--- src/eed_pkg.sv ---
// Shared types, codes and helper functions for the echo escape decoder.
`timescale 1ns / 1ps

package eed_pkg;

   localparam int CHAR_W      = 21;
   localparam int OP_W        = 2;
   localparam int CSR_IDX_W   = 2;
   localparam int CSR_DATA_W  = 1;
   localparam int MAX_RESULTS = 3;

   typedef logic [CHAR_W-1:0] char_type;
   typedef logic [OP_W-1:0]   op_type;

   // input item op codes
   localparam op_type OP_CHAR = 2'd0;
   localparam op_type OP_ARG  = 2'd1;
   localparam op_type OP_END  = 2'd2;

   // configuration register indexes
   localparam logic [CSR_IDX_W-1:0] CSR_INTERPRET_ESCAPES = 2'd0;
   localparam logic [CSR_IDX_W-1:0] CSR_PRINT_SPACES      = 2'd1;
   localparam logic [CSR_IDX_W-1:0] CSR_PRINT_NEWLINE     = 2'd2;

   localparam char_type CH_BSLASH  = char_type'(92);
   localparam char_type CH_SPACE   = char_type'(32);
   localparam char_type CH_NEWLINE = char_type'(10);
   localparam char_type CH_ESC     = char_type'(8'h1B);
   localparam char_type CH_X       = char_type'("x");
   localparam char_type CH_C       = char_type'("c");
   localparam char_type CH_ZERO    = char_type'("0");

   typedef struct packed {
      char_type ch;
      logic     raw;
   } rsp_item_type;

   typedef struct packed {
      rsp_item_type [MAX_RESULTS-1:0] item;
      logic [1:0]                     count;
   } rsp_list_type;

   typedef struct packed {
      char_type ch;
      logic     raw;
      logic     last;
   } rsp_entry_type;

   // append one result to the list of this item
   function automatic rsp_list_type push_item(rsp_list_type l, char_type c, logic raw);
      rsp_list_type r;
      r = l;
      if (l.count < 2'(MAX_RESULTS)) begin
         r.item[l.count].ch  = c;
         r.item[l.count].raw = raw;
         r.count             = l.count + 2'd1;
      end
      return r;
   endfunction

   // digit value of c, bit 4 set when c is no digit of the base
   function automatic logic [4:0] digit_of(char_type c, logic hex);
      logic [4:0] d;
      d = 5'd16;
      if (c >= char_type'("0") && c <= char_type'("7")) begin
         d = 5'(c - char_type'("0"));
      end else if (hex) begin
         if (c >= char_type'("8") && c <= char_type'("9")) begin
            d = 5'(c - char_type'("0"));
         end else if (c >= char_type'("a") && c <= char_type'("f")) begin
            d = 5'(c - char_type'("a") + char_type'(10));
         end else if (c >= char_type'("A") && c <= char_type'("F")) begin
            d = 5'(c - char_type'("A") + char_type'(10));
         end
      end
      return d;
   endfunction

endpackage

--- src/eed_if.sv ---
// Valid/ready channel interfaces for request and result items.
`timescale 1ns / 1ps

interface eed_req_if;
   logic                valid;
   logic                ready;
   eed_pkg::op_type     op;
   eed_pkg::char_type   ch;

   modport source (output valid, output op, output ch, input ready);
   modport sink   (input valid, input op, input ch, output ready);
endinterface

interface eed_rsp_if;
   logic                valid;
   logic                ready;
   eed_pkg::char_type   out_char;
   logic                raw_byte;
   logic                last;

   modport source (output valid, output out_char, output raw_byte, output last, input ready);
   modport sink   (input valid, input out_char, input raw_byte, input last, output ready);
endinterface

--- src/echo_escape_decoder.sv ---
// Echo escape decoder top level: decode stage, state and result queue.
`timescale 1ns / 1ps

// Usage:
// req_chan carries one item per handshake: a character (op char), the start
// of an argument (op arg) or the end of a command (op end). rsp_chan returns
// the decoded characters, one to three per request item, with last set on
// the final one; an item may also produce none (pending escape digits, \c).
// csr_* is a plain write port for interpret_escapes and the space and
// newline enables; write it only while the block is idle.
// An accepted item is held in the input stage registers and decoded there
// once the stage fires; its results are registered in the result queue.
// Throughput: one item per cycle while each item yields at most one result
// and the receiver keeps up. The decode stage fires only when the 4-entry
// result queue has room for a worst-case item (3 results), so items with
// 2 or 3 results cost extra cycles while the queue drains.
// Reset (synchronous) empties the stage and queue, clears escape state,
// the stop flag and argument tracking, and loads the register defaults
// (escapes off, spaces on, newline on).
// When the receiver stalls, the queue fills and req_chan.ready drops; no
// item is lost and results hold steady until taken.

module echo_escape_decoder (
   input  logic                          clock,
   input  logic                          reset,
   eed_req_if.sink                       req_chan,
   eed_rsp_if.source                     rsp_chan,
   input  logic                          csr_we,
   input  logic [eed_pkg::CSR_IDX_W-1:0] csr_index,
   input  logic [eed_pkg::CSR_DATA_W-1:0] csr_wdata
);

   localparam int FIFO_DEPTH = 4;

   // escape sequencer state codes
   localparam logic [1:0] MODE_IDLE = 2'd0;
   localparam logic [1:0] MODE_BSL  = 2'd1;
   localparam logic [1:0] MODE_OCT  = 2'd2;
   localparam logic [1:0] MODE_HEX  = 2'd3;

   // configuration
   logic interp_ff, interp_in;
   logic spaces_ff, spaces_in;
   logic newline_ff, newline_in;

   // input stage
   logic              vld_ff, vld_in;
   eed_pkg::op_type   op_ff;
   eed_pkg::char_type ch_ff;
   logic              fire;
   logic              req_take;

   // decoder state
   logic [1:0] mode_ff, mode_in;
   logic [2:0] cnt_ff, cnt_in;
   logic [2:0] lim_ff, lim_in;
   logic [7:0] acc_ff, acc_in;
   logic       stop_ff, stop_in;
   logic       seen_ff, seen_in;

   eed_pkg::rsp_list_type push_list;

   // result queue
   eed_pkg::rsp_entry_type fifo_ff [FIFO_DEPTH];
   logic [1:0] wr_ptr_ff, wr_ptr_in;
   logic [1:0] rd_ptr_ff, rd_ptr_in;
   logic [2:0] count_ff, count_in;
   logic       pop;

   // Emits whatever a pending escape stands for at a boundary or on a
   // character that ends it.
   function automatic eed_pkg::rsp_list_type flush_list(eed_pkg::rsp_list_type l,
         logic [1:0] mode, logic [2:0] cnt, logic [7:0] acc);
      eed_pkg::rsp_list_type r;
      r = l;
      unique case (mode)
         MODE_BSL: r = eed_pkg::push_item(r, eed_pkg::CH_BSLASH, 1'b0);
         MODE_OCT: r = eed_pkg::push_item(r, eed_pkg::char_type'(acc), 1'b1);
         MODE_HEX: begin
            if (cnt == 3'd0) begin
               r = eed_pkg::push_item(r, eed_pkg::CH_BSLASH, 1'b0);
               r = eed_pkg::push_item(r, eed_pkg::CH_X, 1'b0);
            end else begin
               r = eed_pkg::push_item(r, eed_pkg::char_type'(acc), 1'b1);
            end
         end
         default: r = l;
      endcase
      return r;
   endfunction

   // ---------------- configuration port ----------------
   always_comb begin
      interp_in  = interp_ff;
      spaces_in  = spaces_ff;
      newline_in = newline_ff;
      if (csr_we) begin
         unique case (csr_index)
            eed_pkg::CSR_INTERPRET_ESCAPES: interp_in  = csr_wdata[0];
            eed_pkg::CSR_PRINT_SPACES:      spaces_in  = csr_wdata[0];
            eed_pkg::CSR_PRINT_NEWLINE:     newline_in = csr_wdata[0];
            default: ;
         endcase
      end
   end

   // ---------------- input stage ----------------
   // The stage fires only when the queue can absorb a worst-case item.
   assign fire           = vld_ff && (count_ff <= 3'(FIFO_DEPTH - eed_pkg::MAX_RESULTS));
   assign req_chan.ready = !vld_ff || fire;
   assign req_take       = req_chan.valid && req_chan.ready;

   always_comb begin
      vld_in = vld_ff;
      if (req_take) begin
         vld_in = 1'b1;
      end else if (fire) begin
         vld_in = 1'b0;
      end
   end

   always_ff @(posedge clock) begin
      if (req_take) begin
         op_ff <= req_chan.op;
         ch_ff <= req_chan.ch;
      end
   end

   // ---------------- decode ----------------
   always_comb begin
      eed_pkg::rsp_list_type l;
      logic [4:0] d;
      logic       hex;
      logic [1:0] mode_v;
      logic [2:0] cnt_v;
      logic [2:0] lim_v;
      logic [7:0] acc_v;
      logic       stop_v;
      logic       seen_v;
      logic       plain_pending;

      l             = '0;
      mode_v        = mode_ff;
      cnt_v         = cnt_ff;
      lim_v         = lim_ff;
      acc_v         = acc_ff;
      stop_v        = stop_ff;
      seen_v        = seen_ff;
      plain_pending = 1'b0;
      hex           = (mode_ff == MODE_HEX);
      d             = eed_pkg::digit_of(ch_ff, hex);

      if (fire) begin
         unique case (op_ff)
            eed_pkg::OP_CHAR: begin
               if (!stop_ff) begin
                  unique case (mode_ff)
                     MODE_BSL: begin
                        mode_v = MODE_IDLE;
                        cnt_v  = 3'd0;
                        lim_v  = 3'd0;
                        acc_v  = 8'd0;
                        case (ch_ff)
                           eed_pkg::char_type'("a"): l = eed_pkg::push_item(l, eed_pkg::char_type'(7), 1'b0);
                           eed_pkg::char_type'("b"): l = eed_pkg::push_item(l, eed_pkg::char_type'(8), 1'b0);
                           eed_pkg::char_type'("e"): l = eed_pkg::push_item(l, eed_pkg::CH_ESC, 1'b0);
                           eed_pkg::char_type'("f"): l = eed_pkg::push_item(l, eed_pkg::char_type'(12), 1'b0);
                           eed_pkg::char_type'("n"): l = eed_pkg::push_item(l, eed_pkg::CH_NEWLINE, 1'b0);
                           eed_pkg::char_type'("r"): l = eed_pkg::push_item(l, eed_pkg::char_type'(13), 1'b0);
                           eed_pkg::char_type'("t"): l = eed_pkg::push_item(l, eed_pkg::char_type'(9), 1'b0);
                           eed_pkg::char_type'("v"): l = eed_pkg::push_item(l, eed_pkg::char_type'(11), 1'b0);
                           eed_pkg::CH_BSLASH:       l = eed_pkg::push_item(l, eed_pkg::CH_BSLASH, 1'b0);
                           eed_pkg::CH_C:            stop_v = 1'b1;
                           eed_pkg::CH_X: begin
                              mode_v = MODE_HEX;
                              lim_v  = 3'd2;
                           end
                           default: begin
                              if (!d[4]) begin
                                 // octal: \0 takes up to 3 more digits
                                 mode_v = MODE_OCT;
                                 lim_v  = (ch_ff == eed_pkg::CH_ZERO) ? 3'd4 : 3'd3;
                                 cnt_v  = 3'd1;
                                 acc_v  = {5'd0, d[2:0]};
                              end else begin
                                 // unknown escape: backslash, then char as usual
                                 l             = eed_pkg::push_item(l, eed_pkg::CH_BSLASH, 1'b0);
                                 plain_pending = 1'b1;
                              end
                           end
                        endcase
                     end
                     MODE_OCT, MODE_HEX: begin
                        if (!d[4] && (cnt_ff < lim_ff)) begin
                           acc_v = hex ? {acc_ff[3:0], d[3:0]}
                                       : ({acc_ff[4:0], 3'd0} + {5'd0, d[2:0]});
                           cnt_v = cnt_ff + 3'd1;
                           if (cnt_v >= lim_ff) begin
                              l      = flush_list(l, mode_ff, cnt_v, acc_v);
                              mode_v = MODE_IDLE;
                              cnt_v  = 3'd0;
                              lim_v  = 3'd0;
                              acc_v  = 8'd0;
                           end
                        end else begin
                           l             = flush_list(l, mode_ff, cnt_ff, acc_ff);
                           mode_v        = MODE_IDLE;
                           cnt_v         = 3'd0;
                           lim_v         = 3'd0;
                           acc_v         = 8'd0;
                           plain_pending = 1'b1;
                        end
                     end
                     default: begin
                        mode_v        = MODE_IDLE;
                        cnt_v         = 3'd0;
                        lim_v         = 3'd0;
                        acc_v         = 8'd0;
                        plain_pending = 1'b1;
                     end
                  endcase

                  // ordinary character handling in the idle state
                  if (plain_pending) begin
                     if (interp_ff && (ch_ff == eed_pkg::CH_BSLASH)) begin
                        mode_v = MODE_BSL;
                     end else begin
                        l = eed_pkg::push_item(l, ch_ff, 1'b0);
                     end
                  end
               end
            end
            eed_pkg::OP_ARG: begin
               l      = flush_list(l, mode_ff, cnt_ff, acc_ff);
               mode_v = MODE_IDLE;
               cnt_v  = 3'd0;
               lim_v  = 3'd0;
               acc_v  = 8'd0;
               if (!stop_ff && spaces_ff && seen_ff) begin
                  l = eed_pkg::push_item(l, eed_pkg::CH_SPACE, 1'b0);
               end
               seen_v = 1'b1;
            end
            eed_pkg::OP_END: begin
               l      = flush_list(l, mode_ff, cnt_ff, acc_ff);
               mode_v = MODE_IDLE;
               cnt_v  = 3'd0;
               lim_v  = 3'd0;
               acc_v  = 8'd0;
               if (!stop_ff && newline_ff) begin
                  l = eed_pkg::push_item(l, eed_pkg::CH_NEWLINE, 1'b0);
               end
               stop_v = 1'b0;
               seen_v = 1'b0;
            end
            default: ; // undefined op: ignored
         endcase
      end

      push_list = l;
      mode_in   = mode_v;
      cnt_in    = cnt_v;
      lim_in    = lim_v;
      acc_in    = acc_v;
      stop_in   = stop_v;
      seen_in   = seen_v;
   end

   // ---------------- result queue ----------------
   assign pop = rsp_chan.valid && rsp_chan.ready;

   always_comb begin
      wr_ptr_in = wr_ptr_ff + push_list.count;
      rd_ptr_in = rd_ptr_ff + {1'b0, pop};
      count_in  = count_ff + {1'b0, push_list.count} - {2'd0, pop};
   end

   always_ff @(posedge clock) begin
      for (int i = 0; i < eed_pkg::MAX_RESULTS; i++) begin
         if (2'(i) < push_list.count) begin
            fifo_ff[wr_ptr_ff + 2'(i)].ch   <= push_list.item[i].ch;
            fifo_ff[wr_ptr_ff + 2'(i)].raw  <= push_list.item[i].raw;
            fifo_ff[wr_ptr_ff + 2'(i)].last <= (2'(i) == (push_list.count - 2'd1));
         end
      end
   end

   assign rsp_chan.valid    = (count_ff != 3'd0);
   assign rsp_chan.out_char = fifo_ff[rd_ptr_ff].ch;
   assign rsp_chan.raw_byte = fifo_ff[rd_ptr_ff].raw;
   assign rsp_chan.last     = fifo_ff[rd_ptr_ff].last;

   // ---------------- control registers ----------------
   always_ff @(posedge clock) begin
      if (reset) begin
         interp_ff  <= 1'b0;
         spaces_ff  <= 1'b1;
         newline_ff <= 1'b1;
         vld_ff     <= 1'b0;
         mode_ff    <= MODE_IDLE;
         cnt_ff     <= 3'd0;
         lim_ff     <= 3'd0;
         acc_ff     <= 8'd0;
         stop_ff    <= 1'b0;
         seen_ff    <= 1'b0;
         wr_ptr_ff  <= 2'd0;
         rd_ptr_ff  <= 2'd0;
         count_ff   <= 3'd0;
      end else begin
         interp_ff  <= interp_in;
         spaces_ff  <= spaces_in;
         newline_ff <= newline_in;
         vld_ff     <= vld_in;
         mode_ff    <= mode_in;
         cnt_ff     <= cnt_in;
         lim_ff     <= lim_in;
         acc_ff     <= acc_in;
         stop_ff    <= stop_in;
         seen_ff    <= seen_in;
         wr_ptr_ff  <= wr_ptr_in;
         rd_ptr_ff  <= rd_ptr_in;
         count_ff   <= count_in;
      end
   end

   // ---------------- assertions ----------------
   // queue never overflows
   a_queue_bound: assert property (@(posedge clock) disable iff (reset)
      count_ff <= 3'(FIFO_DEPTH))
      else $error("result queue overflow");

   // stopped output produces no results for any op
   a_stop_silent: assert property (@(posedge clock) disable iff (reset)
      (fire && stop_ff) |-> (push_list.count == 2'd0))
      else $error("result produced while output stopped");

   // command end returns the decoder to its idle state
   a_end_clears: assert property (@(posedge clock) disable iff (reset)
      (fire && op_ff == eed_pkg::OP_END) |=>
         (mode_ff == MODE_IDLE && !stop_ff && !seen_ff && acc_ff == 8'd0))
      else $error("command end left decoder state behind");

endmodule

--- src/flat_wrapper.sv ---
// flat-port wrapper written by rule: the top's interface ports become plain ports
module echo_escape_decoder_flat 
  (clock, reset, csr_we, csr_index, csr_wdata, req_chan_valid, req_chan_op, req_chan_ch, req_chan_ready, rsp_chan_valid, rsp_chan_out_char, rsp_chan_raw_byte, rsp_chan_last, rsp_chan_ready);
  eed_req_if req_chan_i ();
  eed_rsp_if rsp_chan_i ();
  input  logic clock;
  input  logic reset;
  input  logic csr_we;
  input  logic [eed_pkg::CSR_IDX_W-1:0] csr_index;
  input  logic [eed_pkg::CSR_DATA_W-1:0] csr_wdata;
  input wire logic [$bits(req_chan_i.valid)-1:0] req_chan_valid;
  input wire logic [$bits(req_chan_i.op)-1:0] req_chan_op;
  input wire logic [$bits(req_chan_i.ch)-1:0] req_chan_ch;
  output wire logic [$bits(req_chan_i.ready)-1:0] req_chan_ready;
  output wire logic [$bits(rsp_chan_i.valid)-1:0] rsp_chan_valid;
  output wire logic [$bits(rsp_chan_i.out_char)-1:0] rsp_chan_out_char;
  output wire logic [$bits(rsp_chan_i.raw_byte)-1:0] rsp_chan_raw_byte;
  output wire logic [$bits(rsp_chan_i.last)-1:0] rsp_chan_last;
  input wire logic [$bits(rsp_chan_i.ready)-1:0] rsp_chan_ready;
  assign req_chan_i.valid = req_chan_valid;
  assign req_chan_i.op = req_chan_op;
  assign req_chan_i.ch = req_chan_ch;
  assign req_chan_ready = req_chan_i.ready;
  assign rsp_chan_valid = rsp_chan_i.valid;
  assign rsp_chan_out_char = rsp_chan_i.out_char;
  assign rsp_chan_raw_byte = rsp_chan_i.raw_byte;
  assign rsp_chan_last = rsp_chan_i.last;
  assign rsp_chan_i.ready = rsp_chan_ready;
  echo_escape_decoder u_core (.clock(clock), .reset(reset), .req_chan(req_chan_i), .rsp_chan(rsp_chan_i), .csr_we(csr_we), .csr_index(csr_index), .csr_wdata(csr_wdata));
endmodule
--- config.mk ---
export PLATFORM = sky130hd
export DESIGN_NAME = echo_escape_decoder_flat
export DESIGN_NICKNAME = d
export VERILOG_FILES = /design/src/eed_pkg.sv /design/src/eed_if.sv /design/src/echo_escape_decoder.sv /design/src/flat_wrapper.sv
export SDC_FILE = /design/constraint.sdc
export NUM_CORES = 1
export LEC_CHECK = 0
export ABC_AREA = 0
export BUFFER_PORTS_ARGS = -buffer_cell sky130_fd_sc_hd__buf_2
export CORE_MARGIN = 2
export CORE_UTILIZATION = 40
export CTS_CLUSTER_SIZE = 14
export DETAILED_ROUTE_END_ITERATION = 10
export PLACE_DENSITY = 0.61
export SYNTH_ARGS = -nofsm -noshare
export SYNTH_HDL_FRONTEND = slang
export SYNTH_SLANG_ARGS = --single-unit
--- constraint.sdc ---
create_clock -name clock -period 7.11 [get_ports clock]
set_clock_uncertainty 0.05 [all_clocks]
set_input_delay 1.422 -clock clock [delete_from_list [all_inputs] [get_ports clock]]
set_output_delay 1.422 -clock clock [all_outputs]
set_load 0.01 [all_outputs]
* Word-level counts from Yosys, hierarchy flattened
Memory sizes are Yosys's and may differ from the RTL's. A register that Yosys moved wholly into a read port is not among the register bits.
Cells that the tools add are included.
** Cells by class
- Equality and inequality tests :: 23
- Mux-type cells :: 153
- Order comparisons :: 35
- Add/sub/neg operators :: 21
- Reduce and logical (&&, ||, !) cells :: 45
** Operators with widths (count)
- 2-to-1 mux 68 bit :: 26
- bitwise mux 66 bit :: 14
- case mux 68 bit (10 select lines) :: 1
- demux 22 bit (select 2 bit) :: 14
- case mux 68 bit (3 select lines) :: 3
- 2-to-1 mux 24 bit :: 19
- case mux 68 bit (2 select lines) :: 3
- equality test 21 x 7 -> 1 bit (second input constant) :: 11
- 2-to-1 mux 22 bit :: 7
- >= comparator 21 x 6 -> 1 bit (second input constant) :: 2
- >= comparator 21 x 7 -> 1 bit (second input constant) :: 2
- <= comparator 21 x 6 -> 1 bit (second input constant) :: 2
- <= comparator 21 x 7 -> 1 bit (second input constant) :: 2
- 2-to-1 mux 8 bit :: 5
- case mux 8 bit (2 select lines) :: 2
- 2-to-1 mux 3 bit :: 10
- case mux 3 bit (2 select lines) :: 5
- 2-to-1 mux 1 bit :: 25
- 2-to-1 mux 5 bit :: 5
- equality test 21 x 6 -> 1 bit (second input constant) :: 1
- < comparator 2 x 3 -> 1 bit (second input constant) :: 7
- logical AND 1 bit :: 19
- adder 2 x 1 -> 2 bit (second input constant) :: 8
- >= comparator 2 x 1 -> 1 bit (second input constant) :: 7
- 39 further kinds :: 77
** Storage, ports and cells
- Memories :: 1
- Register bits after elaboration :: 52
- Output and inout port bits :: 25
- Word-level logic and storage cells :: 293
- Bits of input ports :: 31
- Memory bits (writable) :: 92
** Memories
- u_core.fifo_ff :: depth 4, bits a word 23, rd ports 1, clocked after Yosys merged registers in 1, write ports 3, line echo_escape_decoder.sv:64 : eed_pkg::rsp_entry_type fifo_ff [FIFO_DEPTH];

* Longest topological paths before layout
- Depth after elaboration :: 44
- Gate-level depth with buffers :: 21

* Worst setup path after synthesis
Ideal clock, no wire load.
- Path kind :: register to register
- From :: register u_core.ch_ff[1]
- To :: memory u_core.fifo_ff[0][0] in the netlist's numbering, enable pin
- Cell stages (with the launch flop) :: 17
- Period minus slack after synthesis :: 5.386 ns
- Buffers on the path :: 4
- Setup slack :: 1.724 ns
- Required time :: 6.621 ns
- Setup time :: 0.439 ns
- Data arrival time :: 4.897 ns
- Cell sequence :: edfxtp_1 clkbuf_1 inv_1 ha_1 clkbuf_2 mux2_2 mux2_2 nand4_1 nor4bb_1 o21ba_2 and2_1 buf_2 nor3_1 o31ai_4 buf_2 o21ai_0 a211oi_1
** RTL lines
- start: declaration :: line echo_escape_decoder.sv:49 : eed_pkg::char_type ch_ff;
- start signal: assignment :: line echo_escape_decoder.sv:125 : ch_ff <= req_chan.ch;
- end: declaration :: line echo_escape_decoder.sv:64

==> reports/qor.log <==
INFO  synth          syn-instance-count=897
INFO  cts            cts_max_path_buffers=2
INFO  timing         fin_hold_ws=0.405ns
INFO  placed_design  detailedPlacementHpwl=18300microns
INFO  timing         finalHoldViolations=0
INFO  timing         slew_headroom=0.221
INFO  route          vias_per_cell=6.02
INFO  power_and_ir_drop cellLeakagePower=3.43nW
INFO  timing         setup_repair_after_global_routing_missed_its_margin=false
INFO  worst_setup_path cp.arrival=5.24ns
INFO  floorplanning  die_w=153microns
INFO  worst_hold_path hold_path_class=flop to flop
INFO  power_and_ir_drop power_density=234mW/mm^2
INFO  worst_setup_path worstSetupEndpointType=flop
INFO  placed_design  place.gp.congestion=0.992
INFO  placed_design  placed_cell_area=0.00935sqmm
INFO  power_and_ir_drop vdd.ir_drop.worst=160uV
INFO  synth          synth.lib_cells_used.distinct=86
INFO  synth          async_reset_ff_frac=0
INFO  route          drt.antenna.violating_nets=0
INFO  placed_design  dpl.cell_count=1188
INFO  worst_setup_path cpMostUsedCell=nand2_1
INFO  synth          synth.ff_latch_count=144
INFO  final_layout   proportion_of_layout_cells_with_a_drive_suffix_above_1=0.176
INFO  placed_design  io_buffers=55
INFO  route          finalWirelength=25100microns
INFO  worst_setup_path worst_path_dominant_cell_family=simple AND/OR/NAND/NOR gates
INFO  final_layout   number_of_fill_cells=2078
INFO  floorplanning  initial_core_util=0.406
INFO  timing         period_minus_slack=5.14ns
INFO  final_layout   finish.instance_area=0.00996sqmm
INFO  grt            antenna_found_initial=0
INFO  cts            clock_sinks=144
INFO  route          drc=0
INFO  synth          post_synthesis_sequential_area_ratio=0.456
INFO  timing         drv_slew=0
INFO  worst_setup_path critPathMaxFanout=19
INFO  synth          synth_enable_flop_cells=115
INFO  cts            holdBufCountCts=0
INFO  grt            wire_length_of_the_first_global_routing_pass=40000microns
INFO  cts            tritoncts=yes
INFO  synth          yosys_warnings=0
INFO  route          initialDrtViolationCount=793
INFO  worst_setup_path critical_path_buf_inv_count=0
INFO  timing         fmaxAchievable=194MHz
INFO  final_layout   finalCoreUtilization=0.458
INFO  final_layout   mostFrequentLayoutCell=nor2_1
INFO  synth          postSynthNetCount=951
INFO  cts            later_pin_clock_latency_in_the_skew_report=0.44ns
INFO  route          wl_per_cell=20.6microns
INFO  cts            postcts_resize_cnt=0
INFO  worst_setup_path timing.critical_path.cells=nor3_1 -> nand4_1 -> or2_1 -> o32ai_1 -> o21ba_2 -> nand2_1 -> a21oi_2 -> o31ai_4 -> nand2_1 -> nand3_1 -> a21oi_1
INFO  timing         final.setup.tns=0ns
INFO  route          drt_pass1_iterations=5
INFO  floorplanning  boundaryPins=56
INFO  cts            worst_setup_hold_path_clk_slew=0.07ns
INFO  final_layout   antenna-diode-count=0
INFO  worst_setup_path worst-r2r-setup-slack=1.97ns
INFO  floorplanning  core=0.0218sqmm
INFO  cts            clock_tree.root_cell=clkbuf_16
INFO  floorplanning  design.die.area=0.0233sqmm
INFO  final_layout   synthToLayoutAreaGrowth=12.7%
INFO  worst_setup_path timing.critical_path.slowest_stage_cell=o31ai_4
INFO  worst_setup_path crit_path_start_kind=flop
INFO  final_layout   finish.cell_count_without_fillers=1220
INFO  cts            postCtsSetupRepairBufs=0
INFO  worst_setup_path cp_data_required_time=7.21ns
INFO  cts            cts_inserted_buffers=17
INFO  floorplanning  die_height=153microns
INFO  final_layout   count_of_nets_after_finishing=981
INFO  grt            first_global_vias=7100
INFO  floorplanning  core_rows=54
INFO  timing         fraction_of_the_cycle_the_final_worst_path_needs=0.723
INFO  grt            global_route.usage.total=0.218
INFO  worst_setup_path setup.worst_path.class=flop to flop
INFO  timing         setup_viol_count_final=0
INFO  timing         max_slew.worst_pin.slew=1.17ns
INFO  flow_run       cap_violations=0
INFO  grt            global_route.overflow_total=0
INFO  cts            htree_num_levels=4
INFO  synth          primary_ff_master_synth=edfxtp_1
INFO  synth          syn-cell-area=0.00884sqmm
INFO  grt            largest_net_degree_at_the_start_of_global_routing=31
INFO  route          vias=7340
INFO  final_layout   mostFrequentLayoutCells=118 x nor2_1, 115 x edfxtp_1, 99 x nand2_1, 67 x a21oi_1, 58 x o21ai_0
INFO  run_status     status=finished clean
INFO  synth          syn_avg_cell_area=9.85squm
INFO  worst_setup_path slowest_stage_delay_cp=0.65ns
-- path summary, 6_finish.rpt --
path | depth (start not counted) | startpoint | endpoint
max | 11 | u_core.ch_ff[19]$_DFFE_PP_ | u_core.fifo_ff[1][14]$_DFFE_PP_
min | 2 | u_core.lim_ff[2]$_SDFFE_PP0P_ | u_core.lim_ff[2]$_SDFFE_PP0P_
max reg2reg | 11 | u_core.ch_ff[19]$_DFFE_PP_ | u_core.fifo_ff[1][14]$_DFFE_PP_
min reg2reg | 2 | u_core.lim_ff[2]$_SDFFE_PP0P_ | u_core.lim_ff[2]$_SDFFE_PP0P_
-- registers in the layout, summed over array words and instances (netlist names), 2 cells and up --
| register | count |
|---|---|
| u_core.lim_ff | 3 |
| u_core.op_ff | 2 |
| u_core.rd_ptr_ff | 2 |
| u_core.count_ff | 3 |
| u_core.cnt_ff | 3 |
| u_core.acc_ff | 8 |
| u_core.mode_ff | 2 |
| u_core.ch_ff | 21 |
| u_core.fifo_ff | 92 |
| u_core.wr_ptr_ff | 2 |
-- Yosys cell counts (18+ instances only) --
| master | instances | area [sq um] |
|---|---|---|
| o22ai_1 | 19 | 119 |
| mux4_2 | 23 | 518 |
| dfxtp_1 | 29 | 581 |
| ha_1 | 22 | 275 |
| inv_1 | 23 | 86.3 |
| nor2_1 | 118 | 443 |
| nand2_1 | 99 | 372 |
| edfxtp_1 | 115 | 3450 |
| clkbuf_1 | 29 | 109 |
| o21ai_0 | 58 | 290 |
| nand3_1 | 18 | 90.1 |
| a21oi_1 | 67 | 335 |
-- kinds of logic after synthesis --
logic type / synth area share
AND/OR/NAND/NOR: 0.190
AO/OA/AOI/OAI: 0.199
adder cells (fa/ha/maj): 0.0334
multiplexers: 0.0736
flip-flops: 0.456
XOR/XNOR: 0.00991
buffers and inverters: 0.0374
-- through the flow --
| stage | power (mW) | setup WS [ns] |
|---|---|---|
| 4_1_cts | 2.36 | 2.08 |
| 5_1_grt | 2.43 | 1.52 |
| 3_5_place_dp | 1.44 | 2.08 |
| 2_1_floorplan | 1.31 | 1.72 |
| 6_report | 2.33 | 1.97 |
| 3_3_place_gp | 1.44 | 2.07 |
-- metal layers --
metal,track usage,routed length [microns],part of all wire,vias up
met3,0.0469,1700,0.068,50
met1,0.294,10900,0.43,3555
met2,0.347,11700,0.47,302
met4,0.0794,803,0.032,0
li1,-,-,-,3433
met5,0,0,0,-
-- power by group --
| part | internal (mW) | switching, mW |
|---|---|---|
| sequential | 0.950 | 0.0741 |
| clock | 0.506 | 0.407 |
| combinational | 0.192 | 0.202 |
| total | 1.65 | 0.684 |
-- final cells by class --
type                    instances  area [sq um]  share of cell area
multi-input cells             676          4530               0.455
flip-flops and latches        144          4040               0.405
clock buffers                  17           425              0.0427
repair buffers                 65           350              0.0352
well taps                     280           350              0.0352
clock inverters                15           186              0.0187
inverters                      23          86.3             0.00867
-- tightest hold or removal path: stages (launching register included) --
cell and delay [ns]:
dfxtp_1 0.31, nand2_1 0.05, a21oi_1 0.05
Note: power is estimated with default switching activity, not from simulation.
